**src/addm_pkg.sv**
```systemverilog
// Package for the armed differential drive mixer.
// Widths, reset constants and the stage register type; no dependencies.
`timescale 1ns / 1ps

package addm_pkg;

  localparam int unsigned StickW  = 8;
  localparam int unsigned DzW     = 7;
  localparam int unsigned DutyW   = 8;
  localparam int unsigned SpeedW  = 7;

  localparam logic [DzW-1:0]    DeadzoneReset = 7'd10;
  localparam logic [SpeedW-1:0] SpeedLimit    = 7'd127;

  // Stage 1 contents: sticks plus the control state after this beat.
  typedef struct packed {
    logic                     drive_en;
    logic                     armed;
    logic                     killed;
    logic signed [StickW-1:0] fwd;
    logic signed [StickW-1:0] turn;
  } stage_t;

endpackage

```
**src/armed_differential_drive_mixer.sv**
```systemverilog
// Armed differential drive mixer: arm/kill control and arcade drive mixing.
// Two-stage pipeline (input register, result register). Depends on addm_pkg.
//
//  channel | signals                                              | dir
//  --------+------------------------------------------------------+-----
//  in      | in_valid_i/in_ready_o, link_up_i, start_button_i,    | in
//          | select_button_i, stick_forward_i, stick_turn_i       |
//  out     | out_valid_o/out_ready_i, left/right fwd/rev duty,    | out
//          | armed_flag_o, kill_flag_o                            |
//  cfg     | cfg_valid_i/cfg_ready_o, cfg_deadzone_i              | in
//
// One beat per cycle sustained unless the output stalls.
// Arm/kill state updates as the input beat is taken; deadzone, mix, clamp and
// duty scaling sit between the stage register and the result register.
// Reset clears the control state and pipeline valids; deadzone resets to 10.
// An output stall backs up through both stages before in_ready_o drops.
`timescale 1ns / 1ps

module armed_differential_drive_mixer (
  input  logic                                  clk_i,
  input  logic                                  rst_ni,
  input  logic                                  in_valid_i,
  output logic                                  in_ready_o,
  input  logic                                  link_up_i,
  input  logic                                  start_button_i,
  input  logic                                  select_button_i,
  input  logic signed [addm_pkg::StickW-1:0]    stick_forward_i,
  input  logic signed [addm_pkg::StickW-1:0]    stick_turn_i,
  output logic                                  out_valid_o,
  input  logic                                  out_ready_i,
  output logic        [addm_pkg::DutyW-1:0]     left_fwd_duty_o,
  output logic        [addm_pkg::DutyW-1:0]     left_rev_duty_o,
  output logic        [addm_pkg::DutyW-1:0]     right_fwd_duty_o,
  output logic        [addm_pkg::DutyW-1:0]     right_rev_duty_o,
  output logic                                  armed_flag_o,
  output logic                                  kill_flag_o,
  input  logic                                  cfg_valid_i,
  output logic                                  cfg_ready_o,
  input  logic        [addm_pkg::DzW-1:0]       cfg_deadzone_i
);
  import addm_pkg::*;

  logic [DzW-1:0] deadzone_q;

  logic armed_q, armed_d, killed_q, killed_d;
  logic last_start_q, last_start_d, last_select_q, last_select_d;

  logic   s1_valid_q;
  stage_t s1_q, s1_d;

  logic             out_valid_q;
  logic [DutyW-1:0] lf_q, lr_q, rf_q, rr_q, lf_d, lr_d, rf_d, rr_d;
  logic             armed_out_q, killed_out_q;

  logic in_take, out_free, s1_move;

  assign out_free   = !out_valid_q || out_ready_i;
  assign s1_move    = s1_valid_q && out_free;
  assign in_ready_o = !s1_valid_q || out_free;
  assign in_take    = in_valid_i && in_ready_o;
  assign cfg_ready_o = 1'b1;

  // Deadzone: magnitude below threshold reads as zero; -128 has magnitude 128.
  function automatic logic signed [StickW-1:0] dz_apply(
    input logic signed [StickW-1:0] v,
    input logic        [DzW-1:0]    dz
  );
    logic [StickW-1:0] mag;
    mag = v[StickW-1] ? StickW'(-v) : StickW'(v);
    return (mag < {1'b0, dz}) ? '0 : v;
  endfunction

  // Clamp to +-127, then duty = |s|*255/127 = 2|s| + (|s| == 127).
  function automatic logic [2*DutyW-1:0] side_duty(input logic signed [StickW:0] s);
    logic [SpeedW-1:0] mag;
    logic [DutyW-1:0]  duty;
    if (s > $signed({2'b00, SpeedLimit})) begin
      mag = SpeedLimit;
    end else if (s < -$signed({2'b00, SpeedLimit})) begin
      mag = SpeedLimit;
    end else if (s[StickW]) begin
      mag = SpeedW'(-s);
    end else begin
      mag = SpeedW'(s);
    end
    duty = {mag, 1'b0} + DutyW'(mag == SpeedLimit);
    if (s[StickW]) begin
      return {DutyW'(0), duty};
    end else begin
      return {duty, DutyW'(0)};
    end
  endfunction

  // Control state: select edge kills and disarms, start edge clears kill
  // or toggles armed. No update while the link is down.
  always_comb begin
    armed_d       = armed_q;
    killed_d      = killed_q;
    last_start_d  = last_start_q;
    last_select_d = last_select_q;
    if (link_up_i) begin
      if (select_button_i && !last_select_q) begin
        killed_d = 1'b1;
        armed_d  = 1'b0;
      end
      if (start_button_i && !last_start_q) begin
        if (killed_d) begin
          killed_d = 1'b0;
        end else begin
          armed_d = !armed_d;
        end
      end
      last_start_d  = start_button_i;
      last_select_d = select_button_i;
    end
    s1_d.drive_en = link_up_i && armed_d && !killed_d;
    s1_d.armed    = armed_d;
    s1_d.killed   = killed_d;
    s1_d.fwd      = stick_forward_i;
    s1_d.turn     = stick_turn_i;
  end

  always_comb begin
    logic signed [StickW-1:0] f, t;
    logic signed [StickW:0]   left_s, right_s;
    logic [2*DutyW-1:0]       ld, rd;
    f       = dz_apply(s1_q.fwd, deadzone_q);
    t       = dz_apply(s1_q.turn, deadzone_q);
    left_s  = {f[StickW-1], f} + {t[StickW-1], t};
    right_s = {f[StickW-1], f} - {t[StickW-1], t};
    ld      = side_duty(left_s);
    rd      = side_duty(right_s);
    if (s1_q.drive_en) begin
      {lf_d, lr_d} = ld;
      {rf_d, rr_d} = rd;
    end else begin
      lf_d = '0;
      lr_d = '0;
      rf_d = '0;
      rr_d = '0;
    end
  end

  always_ff @(posedge clk_i or negedge rst_ni) begin
    if (!rst_ni) begin
      deadzone_q    <= DeadzoneReset;
      armed_q       <= 1'b0;
      killed_q      <= 1'b0;
      last_start_q  <= 1'b0;
      last_select_q <= 1'b0;
      s1_valid_q    <= 1'b0;
      out_valid_q   <= 1'b0;
    end else begin
      if (cfg_valid_i && cfg_ready_o) begin
        deadzone_q <= cfg_deadzone_i;
      end
      if (in_take) begin
        armed_q       <= armed_d;
        killed_q      <= killed_d;
        last_start_q  <= last_start_d;
        last_select_q <= last_select_d;
      end
      if (in_ready_o) begin
        s1_valid_q <= in_valid_i;
      end
      if (out_free) begin
        out_valid_q <= s1_valid_q;
      end
    end
  end

  always_ff @(posedge clk_i) begin
    if (in_take) begin
      s1_q <= s1_d;
    end
    if (s1_move) begin
      lf_q         <= lf_d;
      lr_q         <= lr_d;
      rf_q         <= rf_d;
      rr_q         <= rr_d;
      armed_out_q  <= s1_q.armed;
      killed_out_q <= s1_q.killed;
    end
  end

  assign out_valid_o      = out_valid_q;
  assign left_fwd_duty_o  = lf_q;
  assign left_rev_duty_o  = lr_q;
  assign right_fwd_duty_o = rf_q;
  assign right_rev_duty_o = rr_q;
  assign armed_flag_o     = armed_out_q;
  assign kill_flag_o      = killed_out_q;

  // Checks
  a_state_excl: assert property (@(posedge clk_i) disable iff (!rst_ni)
    !(armed_q && killed_q))
    else $error("armed and killed both set");

  a_side_excl: assert property (@(posedge clk_i) disable iff (!rst_ni)
    out_valid_q |-> ((lf_q == '0) || (lr_q == '0)) && ((rf_q == '0) || (rr_q == '0)))
    else $error("forward and reverse duty both active on one side");

  a_safe_off: assert property (@(posedge clk_i) disable iff (!rst_ni)
    (out_valid_q && (!armed_out_q || killed_out_q)) |->
      (lf_q == '0) && (lr_q == '0) && (rf_q == '0) && (rr_q == '0))
    else $error("duty output while disarmed or killed");

  a_link_hold: assert property (@(posedge clk_i) disable iff (!rst_ni)
    (in_take && !link_up_i) |=> $stable(armed_q) && $stable(killed_q)
      && $stable(last_start_q) && $stable(last_select_q))
    else $error("control state changed with link down");

endmodule

```
**config.mk**
```make
export PLATFORM = sky130hd
export DESIGN_NAME = armed_differential_drive_mixer
export DESIGN_NICKNAME = d
export VERILOG_FILES = /design/src/addm_pkg.sv /design/src/armed_differential_drive_mixer.sv
export SDC_FILE = /design/constraint.sdc
export NUM_CORES = 1
export LEC_CHECK = 0
export BUFFER_PORTS_ARGS = -buffer_cell sky130_fd_sc_hd__buf_2
export CAP_MARGIN = 0
export CORE_MARGIN = 1.5
export CORE_UTILIZATION = 40
export CTS_BUF_LIST = sky130_fd_sc_hd__clkbuf_16
export DETAILED_ROUTE_END_ITERATION = 7
export PLACE_DENSITY_LB_ADDON = 0.15
export SLEW_MARGIN = 30
export SYNTH_ARGS = -nofsm -noshare
export SYNTH_HDL_FRONTEND = slang
export SYNTH_SLANG_ARGS = --single-unit
```
**constraint.sdc**
```tcl
create_clock -name clk_i -period 6.05 [get_ports clk_i]
set_input_delay 0.3025 -clock clk_i [delete_from_list [all_inputs] [get_ports clk_i]]
set_output_delay 0.3025 -clock clk_i [all_outputs]
set_load 0.05 [all_outputs]
```
* Word-level counts from Yosys, hierarchy flattened
Cells that the tools add are included.
** Storage, ports and cells
- Input port bits :: 31
- Logic and storage cells :: 73
- Register bits after elaboration :: 66
** Cells by class
- Order comparisons :: 6
- Eq/ne operators :: 2
- Add/sub/neg operators :: 8
- Mux-type cells :: 19
- Bitwise operators :: 1
- Reductions and logical operators :: 19
** Operator list (count)
- $mux 7 :: 6
- $mux 8 :: 4
- $gt 9x8->1 const B :: 2
- $lt 9x8->1 const B :: 2
- $add 8x1->8 :: 2
- $lt 8x7->1 :: 2
- $neg 8->8 :: 2
- $eq 7x7->1 const B :: 2
- $neg 7->7 :: 2
- $add 8x8->9 :: 1
- $mux 1 :: 9
- $sub 8x8->9 :: 1
- $logic_and 1x1->1 :: 6
- $logic_not 1->1 :: 6
- $reduce_and 2->1 :: 3
- $reduce_or 2->1 :: 2
- $logic_or 1x1->1 :: 2
- $not 1->1 :: 1

* Depth between registers and ports, before layout
Gate-level depths: netlist of the first run.
- Word-level depth :: 11
- Depth in mapped cells :: 24

* Least setup slack after synthesis of the first run
OpenSTA, ideal clock, no wires.
- Path kind :: register to register
- Start point :: reg s1_q[9] (netlist name)
- End point :: reg rr_q[1] (netlist: right_rev_duty_o[1]) (data pin)
- Cell stages (with the launch flop) :: 24
- Data required time :: 5.780 ns
- Setup time :: 0.270 ns
- Clock period less this slack :: 4.896 ns
- Data arrival time :: 4.626 ns
- Setup slack :: 1.154 ns
- Path through :: edfxtp_1 clkbuf_1 or3_1 o31ai_1 xnor2_1 ha_1 nand4_1 and3_1 o21ai_2 buf_6 buf_2 and2_1 ha_1 buf_2 a21o_1 nor2_1 nand2_1 a211oi_1 nor3_1 xnor2_1 nor4b_2 a211oi_2 o21bai_4 a21oi_1
** Between the ends
- Word-level cells in the longest chain between the ends :: 11
** Ends and longest elaborated chain
- from (decl) :: line armed_differential_drive_mixer.sv:49 : stage_t s1_q, s1_d;
- from (signal assigned) :: line armed_differential_drive_mixer.sv:174 : s1_q <= s1_d;
- $neg 8->8 :: line armed_differential_drive_mixer.sv:69 : mag = v[StickW-1] ? StickW'(-v) : StickW'(v);
- $mux 8 :: line armed_differential_drive_mixer.sv:69
- $lt 8x7->1 :: line armed_differential_drive_mixer.sv:70 : return (mag < {1'b0, dz}) ? '0 : v;
- $mux 8 * :: line armed_differential_drive_mixer.sv:70
- $sub 8x8->9 * :: line armed_differential_drive_mixer.sv:130 : right_s = {f[StickW-1], f} - {t[StickW-1], t};
- $neg 7->7 :: line armed_differential_drive_mixer.sv:82 : mag = SpeedW'(-s);
- $mux 7 :: line armed_differential_drive_mixer.sv:81 : end else if (s[StickW]) begin
- $mux 7 :: line armed_differential_drive_mixer.sv:79 : end else if (s < -$signed({2'b00, SpeedLimit})) begin
- $mux 7 :: line armed_differential_drive_mixer.sv:77 : if (s > $signed({2'b00, SpeedLimit})) begin
- $eq 7x7->1 :: line armed_differential_drive_mixer.sv:86 : duty = {mag, 1'b0} + DutyW'(mag == SpeedLimit);
- $add 8x1->8 :: line armed_differential_drive_mixer.sv:86
- to (signal assigned) :: line armed_differential_drive_mixer.sv:180 : rr_q <= rr_d;
- to (decl) :: line armed_differential_drive_mixer.sv:52 : logic [DutyW-1:0] lf_q, lr_q, rf_q, rr_q, lf_d, lr_d, rf_d, rr_d;
Mark *: on every way between the ends. The rest lies on a longest branch, timed or not.
A chain may end at the register's enable or synchronous reset.

* Worst setup path in the final report of the first run
- Start point :: reg s1_q[9] (netlist name)
- End point :: reg rr_q[6] (netlist: right_rev_duty_o[6]) (data pin)
The elaborated chain is that of the path after synthesis.

==> metrics.csv, run 1 <==
stage,metric,value,unit
synthesis,Post-synth EDFFs,53,
synthesis,synthesized net count,496,
synthesis,largest family of logic cells by synthesized area,compound AO/OA/AOI/OAI gates,
clock_tree,clock-pin slew on the worst setup and hold paths,0.06,ns
floorplan,starting density of the core,40.9,%
grt,vias in the first global route,3309,
final_layout,antenna fix cells,0,
route,Residual DRC,0,
critical_path,CP max-delay cell,o21ai_2,
pwr,Sw Ratio,43.0,%
timing,Final period util,91.0,%
floorplan,Die Span X,108,um
synthesis,fraction of the mapped netlist area in adder cells,9.64,%
pwr,LEAKAGE,2.17,nW
synthesis,register bit total from synthesis,66,
synthesis,Compound-Gate Fraction of Synth Area,18.6,%
placed_design,DP Wirelength,7.44,mm
final_layout,final-stage net count,563,
synthesis,xor/xnor share of the synthesized area,6.52,%
timing,final worst slack,0.546,ns
synthesis,syn avg cell area,10.2,sq um
synthesis,Yosys top cell by area,edfxtp_1,
synthesis,Yosys cell types,69,
grt,initial antenna violation count,0,
critical_path,flop-to-flop setup slack,0.55,ns
synthesis,cell with the most instances after synthesis,edfxtp_1,
final_layout,# fillers,1043,
placed_design,dpl ws,0.620,ns
clock_tree,clk buf depth,2,
floorplan,Core Area,10800,sq um
final_layout,share of cells above drive strength 1,21.9,%
pwr,Combinational Power Share,49.1,%
critical_path,startpoint types,register,
critical_path,worst endpoint required time,6.12,ns
timing,worst-margin pin slew,0.806,ns
floorplan,Die Span Y,108,um
route,Initial DRC Count,142,
synthesis,Yosys top cell area share,36.1,%
clock_tree,CTS root buf,clkbuf_16,
critical_path,R2R Path Start,s1_q[9]$_DFFE_PP_,
synthesis,most used flip-flop cell after synthesis,edfxtp_1,
min_path,hold depth,1,
synthesis,Syn Inst Count,431,
route,final WL,9.57,mm
route,WL/cell,14.9,um
timing,Clock Skew,0.00600,ns
route,DR vias/cell,5.25,
min_path,Worst Hold Class,input port to register,
timing,min cycle time layout,5.50,ns
floorplan,number of I/O pins,68,
pwr,clock share of power,23.2,%
placed_design,GP Congestion,0.920,
timing,Max Slew Vio Count,0,
clock_tree,TritonCTS Buffers,9,
critical_path,reg2reg end,right_rev_duty_o[6]$_SDFFCE_PN0P_,
critical_path,worst-path maximum fanout,20,
clock_tree,clk sink count,66,
critical_path,Worst Path Arrival,5.58,ns
pwr,power consumption,2.23,mW
timing,Rel. slew slack,46.3,%
synthesis,Post-synth top cells,"edfxtp_1 (53), a21oi_1 (40), nand2_1 (35)",
pwr,power per cell area,432,nW/um^2
pwr,Psw,0.960,mW
grt,grt ovf,0,
job,max_cap viols,0,
synthesis,Simple-Gate Fraction of Synth Area,15.7,%
placed_design,Port-buffer cells,66,
run_status,status,"finished, final reports clean",
clock_tree,CTS tree,yes,
pwr,P_int,1.27,mW
critical_path,cell mode on critical path,a21oi_1,
grt,first-pass GRT wire length,15.9,mm
critical_path,element type at the critical path end,register,
timing,RSZ-0062 raised after global routing,no,
timing,Fin. Hold Viols,0,
pwr,Reg power frac,27.7,%
clock_tree,later-pin clock latency in the skew report,0.33,ns
synthesis,fraction of synthesized area in multiplexers,1.47,%
final_layout,Layout area overhead,17.1,%
timing,setup TNS,0,ns
clock_tree,H-tree levels,3,
critical_path,cells along the critical path,or3_1 > o31ai_1 > xnor2_1 > ha_1 > nand4_1 > o21ai_2 > and2_1 > ha_1 > o21a_1 > o21ai_0 > nand2b_1 > a21oi_1 > a21oi_1 > xnor2_1 > nor3_1 > a211oi_2 > o21bai_4 > a21oi_1,
grt,largest net degree at the start of global routing,35,
critical_path,r2r worst-path depth,18,
grt,gr usage total,17.6,%
synthesis,mapped cell area,4410,sq um
critical_path,Setup CP Type,register to register,
synthesis,largest cells by area after synthesis,"edfxtp_1 (36%), ha_1 (9.6%), dfrtp_1 (6.2%)",
timing,# setup viols final,0,
pwr,peak supply drop,0.000165,V
critical_path,crit-path max cell delay,0.66,ns
route,DR vias,3376,
min_path,end of the worst hold path,s1_q[0]$_DFFE_PP_,
route,TritonRoute pass-1 iters,4,
floorplan,Die ar.,11700,sq um
floorplan,num rows,38,
timing,achievable frequency,0.182,GHz
synthesis,Yosys Warn Count,0,
synthesis,"Seq/Total Area, Yosys",43.5,%
min_path,hold path startpoint,stick_turn_i[0],
route,post-route ant nets,0,
synthesis,Post-synth ARST share,19.7,%
-- per-layer routing --
metal  track usage, %  wire, um
met3             3.50       450
met5                0         0
met4             4.79        84
met2             29.7      4550
met1             23.0      4490
-- power by group through the flow --
| stage | clock network, mW | registers (mW) | logic, mW |
|---|---|---|---|
| after floorplan | 0 | 0.777 | 0.719 |
| after global placement | 0 | 0.626 | 1.09 |
| after detailed placement | 0 | 0.629 | 1.09 |
| after CTS | 0.525 | 0.620 | 1.09 |
| after global routing | 0.550 | 0.627 | 1.20 |
| final | 0.518 | 0.618 | 1.10 |
-- registers in the layout (all words and copies together), names as in the netlist --
name	count
armed_flag_o	1
armed_q	1
deadzone_q	7
kill_flag_o	1
killed_q	1
last_select_q	1
last_start_q	1
left_fwd_duty_o	8
left_rev_duty_o	8
out_valid_o	1
right_fwd_duty_o	8
right_rev_duty_o	8
s1_q	19
s1_valid_q	1
-- area by class of cell --
cell class                      instances  area (sq um)  area share (%)
Clock buffer                            9           225            4.36
Clock inverter                          7          70.1            1.36
Inverter                               31           116            2.25
Multi-Input combinational cell        320          2300            44.5
Sequential cell                        66          1920            37.2
Tap cell                              140           175            3.39
Timing Repair Buffer                   70           363            7.02
-- how the worst max path moves through the flow --
stage | depth (start not counted) | endpoint | from
detailed placement | 18 | right_rev_duty_o[6]$_SDFFCE_PN0P_ | s1_q[9]$_DFFE_PP_
CTS | 18 | right_rev_duty_o[1]$_SDFFCE_PN0P_ | s1_q[9]$_DFFE_PP_
global placement | 18 | right_rev_duty_o[1]$_SDFFCE_PN0P_ | s1_q[9]$_DFFE_PP_
global route | 18 | right_rev_duty_o[1]$_SDFFCE_PN0P_ | s1_q[9]$_DFFE_PP_
floorplan | 23 | right_rev_duty_o[1]$_SDFFCE_PN0P_ | s1_q[9]$_DFFE_PP_
finish | 18 | right_rev_duty_o[6]$_SDFFCE_PN0P_ | s1_q[9]$_DFFE_PP_
-- kinds of logic after synthesis --
group           after synthesis
compound gates              117
xor+xnor                     32
fa+ha+maj                    34
buf+inv                      45
flops                        66
mux                           6
other cells                   1
simple gates                130
-- per-stage QoR --
step                      cells  util, %  hold WS [ns]  cell area (sq um)
after floorplan             431        -       0.00691               4410
after global placement      626     45.0         0.229               4860
after detailed placement    626     45.0         0.232               4860
after CTS                   643     47.9         0.133               5170
after global routing        643     47.9         0.124               5170
final                       643     47.9         0.141               5170
-- critical path, delay by kind of cell (launching register included) --
| family | cells | cell delay [ns] |
|---|---|---|
| xor+xnor | 2 | 0.52 |
| simple gates | 5 | 1.11 |
| flops | 1 | 0.61 |
| fa+ha+maj | 2 | 0.70 |
| compound gates | 9 | 2.28 |
-- cells in the final DEF, fill, tap and decap left out, types with 10 or more instances in the layout --
master / count
nand2b_1: 14
dfrtp_1: 11
nand2_1: 35
o21ai_0: 20
and2_1: 10
edfxtp_1: 53
ha_1: 34
a21oi_1: 40
nand3_1: 11
buf_2: 66
inv_1: 30
xnor2_1: 28
nor2_1: 20
-- what timing repair did --
action                                 CTS  global route
resized for setup                        0             0
hold buffers                             1             0
buffers inserted                         0             0
endpoints found under the hold margin   11             0
Note: power is estimated with default switching activity, not from simulation.
==> run 2, diff against run 1 <==
- CORE_UTILIZATION: 40 -> 58
- GPL_TIMING_DRIVEN: default -> 0
==> run 2 against run 1 <==
  * Utilization rose by 23 points
  * Flip-flop and latch count did not move
  * Routed wire length fell by 1.7%
  * Critical path depth rose by 5
  * Worst hold slack barely moved
  * Largest power group unchanged
  * Highest routed layer unchanged
==> metrics.csv, run 2 (synthesis results as in run 1) <==
stage,metric,value,unit,change
placed_design,dpl ws,0.260,ns,-0.360 ns
job,max_cap viols,0,,unchanged
placed_design,GP Congestion,0.963,,+4.6%
floorplan,Die Span X,90.2,um,-16%
clock_tree,TritonCTS Buffers,9,,unchanged
clock_tree,clk sink count,66,,unchanged
timing,min cycle time layout,5.79,ns,+0.284 ns
pwr,power per cell area,435,nW/um^2,+0.60%
run_status,status,"finished, final reports clean",,
critical_path,element type at the critical path end,register,,
clock_tree,clock-pin slew on the worst setup and hold paths,0.06,ns,about the same
floorplan,Core Area,7290,sq um,-32%
timing,achievable frequency,0.173,GHz,-4.9%
timing,Max Slew Vio Count,0,,unchanged
route,DR vias,3557,,+5.4%
timing,Rel. slew slack,51.0,%,+4.7 points
timing,Fin. Hold Viols,0,,unchanged
floorplan,number of I/O pins,68,,unchanged
final_layout,Layout area overhead,17.7,%,
final_layout,most frequent cells in the layout,"buf_2 (72), edfxtp_1 (53), a21oi_1 (40), nand2_1 (35), ha_1 (34)",,
floorplan,starting density of the core,60.5,%,+20 points
grt,vias in the first global route,3382,,+2.2%
timing,RSZ-0062 raised after global routing,no,,
critical_path,Setup CP Type,register to register,,
final_layout,max reg flops,19,,unchanged
min_path,Worst Hold Class,input port to register,,
final_layout,"commonest non-fill, non-tap cell in the layout",buf_2,,
route,DR vias/cell,5.80,,+11%
grt,initial antenna violation count,0,,unchanged
timing,Clock Skew,0.00615,ns,+0.000153 ns
final_layout,"Most flops, register",s1_q,,
timing,Final period util,95.7,%,+4.7 points
critical_path,Worst Path Arrival,5.85,ns,+0.27 ns
route,WL/cell,15.4,um,+3.1%
pwr,peak supply drop,0.000180,V,+8.5%
final_layout,share of cells above drive strength 1,23.3,%,+1.5 points
timing,worst-margin pin slew,0.735,ns,-0.0709 ns
clock_tree,clk buf depth,2,,unchanged
floorplan,Die ar.,8140,sq um,-30%
grt,first-pass GRT wire length,15.5,mm,-2.8%
timing,# setup viols final,0,,unchanged
placed_design,Port-buffer cells,66,,unchanged
timing,setup TNS,0,ns,unchanged
pwr,LEAKAGE,2.21,nW,+1.9%
critical_path,cells along the critical path,clkbuf_1 > or3_1 > o31ai_1 > xnor2_1 > ha_1 > nand4_1 > and3_1 > o21ai_2 > buf_6 > buf_2 > and2_1 > ha_1 > buf_2 > a21o_1 > nor2_1 > nand2_1 > a211oi_1 > nor3_1 > xnor2_2 > nor4b_2 > a211oi_2 > o21bai_4 > a21oi_1,,
clock_tree,CTS root buf,clkbuf_16,,
clock_tree,H-tree levels,3,,unchanged
final_layout,antenna fix cells,0,,unchanged
grt,largest net degree at the start of global routing,35,,unchanged
critical_path,CP max-delay cell,or3_1,,
critical_path,startpoint types,register,,
clock_tree,later-pin clock latency in the skew report,0.33,ns,about the same
timing,final worst slack,0.262,ns,-0.284 ns
critical_path,worst-path maximum fanout,10,,-50%
grt,grt ovf,0,,unchanged
clock_tree,CTS tree,yes,,
floorplan,num rows,31,,-18%
route,Initial DRC Count,264,,+86%
critical_path,worst endpoint required time,6.11,ns,about the same
final_layout,final-stage net count,574,,+2.0%
critical_path,crit-path max cell delay,0.49,ns,-0.17 ns
route,TritonRoute pass-1 iters,5,,+1
grt,gr usage total,24.1,%,+6.5 points
floorplan,Die Span Y,90.2,um,-16%
route,Residual DRC,0,,unchanged
placed_design,DP Wirelength,6.98,mm,-6.2%
route,post-route ant nets,0,,unchanged
route,final WL,9.41,mm,-1.7%
run 2: cell count changes in the layout (fill, tap and decap cells not counted), moves of 2 or more:
| cell | before | now |
|---|---|---|
| buf_4 | 3 | 1 |
| xnor2_2 | 0 | 3 |
| buf_6 | 0 | 2 |
| buf_2 | 66 | 72 |
| xnor2_1 | 28 | 25 |
| clkinv_4 | 2 | 0 |
| clkbuf_1 | 0 | 5 |
run 2: metal layers:
| metal | up-vias | global-route usage, % | share of wire [%] |
|---|---|---|---|
| met5 | - | 0 | 0 |
| met1 | 1678 | 28.6 | 42 |
| li1 | 1730 | - | - |
| met2 | 126 | 41.9 | 50 |
| met3 | 23 | 4.23 | 5.0 |
| met4 | 0 | 11.8 | 3.0 |
run 2: repair_timing:
action | 4_1_cts | 5_1_grt
setup endpoints to repair | 0 | 10
endpoints found under the hold margin | 11 | 0
gates resized for setup | 0 | 3
setup buffers | 0 | 0
hold buffers | 1 | 0
run 2: through the flow:
step           std cells  area, sq um  utilization (%)  power [mW]  hold slack [ns]
3_3_place_gp         596         4870             66.7        1.70            0.216
2_1_floorplan        431         4410                -        1.50          0.00691
3_5_place_dp         596         4870             66.7        1.72            0.224
4_1_cts              613         5170             70.9        2.24            0.133
5_1_grt              613         5190             71.2        2.38            0.136
6_report             613         5190             71.2        2.26            0.141
run 2: area by class of cell:
cell class              count  area [sq um]
flip-flops and latches     66          1920
clock buffers               9           225
multi-input cells         320          2320
fillers                   569          2100
inverters                  31           116
clock inverters             7          68.8
plain buffers              14          78.8
well taps                  99           124
repair buffers             67           340
run 2: where the power goes:
part | total (mW) | internal [mW] | switching, mW
combinational | 1.13 | 0.382 | 0.752
sequential | 0.614 | 0.588 | 0.0256
clock | 0.510 | 0.317 | 0.193
total | 2.26 | 1.29 | 0.971
run 2: critical path, delay by kind of cell, from the launching register on:
| family | cells | cell delay, ns |
|---|---|---|
| AO/OA/AOI/OAI | 7 | 1.49 |
| AND/OR/NAND/NOR | 8 | 1.48 |
| buffers and inverters | 4 | 0.85 |
| adder cells (fa/ha/maj) | 2 | 0.62 |
| XOR/XNOR | 2 | 0.57 |
| flip-flops | 1 | 0.47 |
run 2: final timing paths:
path / from / endpoint / slack, ns / depth (start not counted)
setup / recovery: s1_q[9]$_DFFE_PP_ / right_rev_duty_o[1]$_SDFFCE_PN0P_ / 0.26 / 23
hold / removal: stick_turn_i[1] / s1_q[1]$_DFFE_PP_ / 0.14 / 1
setup reg to reg: s1_q[9]$_DFFE_PP_ / right_rev_duty_o[1]$_SDFFCE_PN0P_ / 0.26 / 23
hold reg to reg: s1_q[17]$_DFFE_PP_ / armed_flag_o$_DFFE_PP_ / 0.42 / 0
max in group asynchronous: rst_ni / deadzone_q[1]$_DFFE_PN1P_ / 5.36 / 2
min in group asynchronous: rst_ni / deadzone_q[4]$_DFFE_PN0P_ / 0.40 / 2
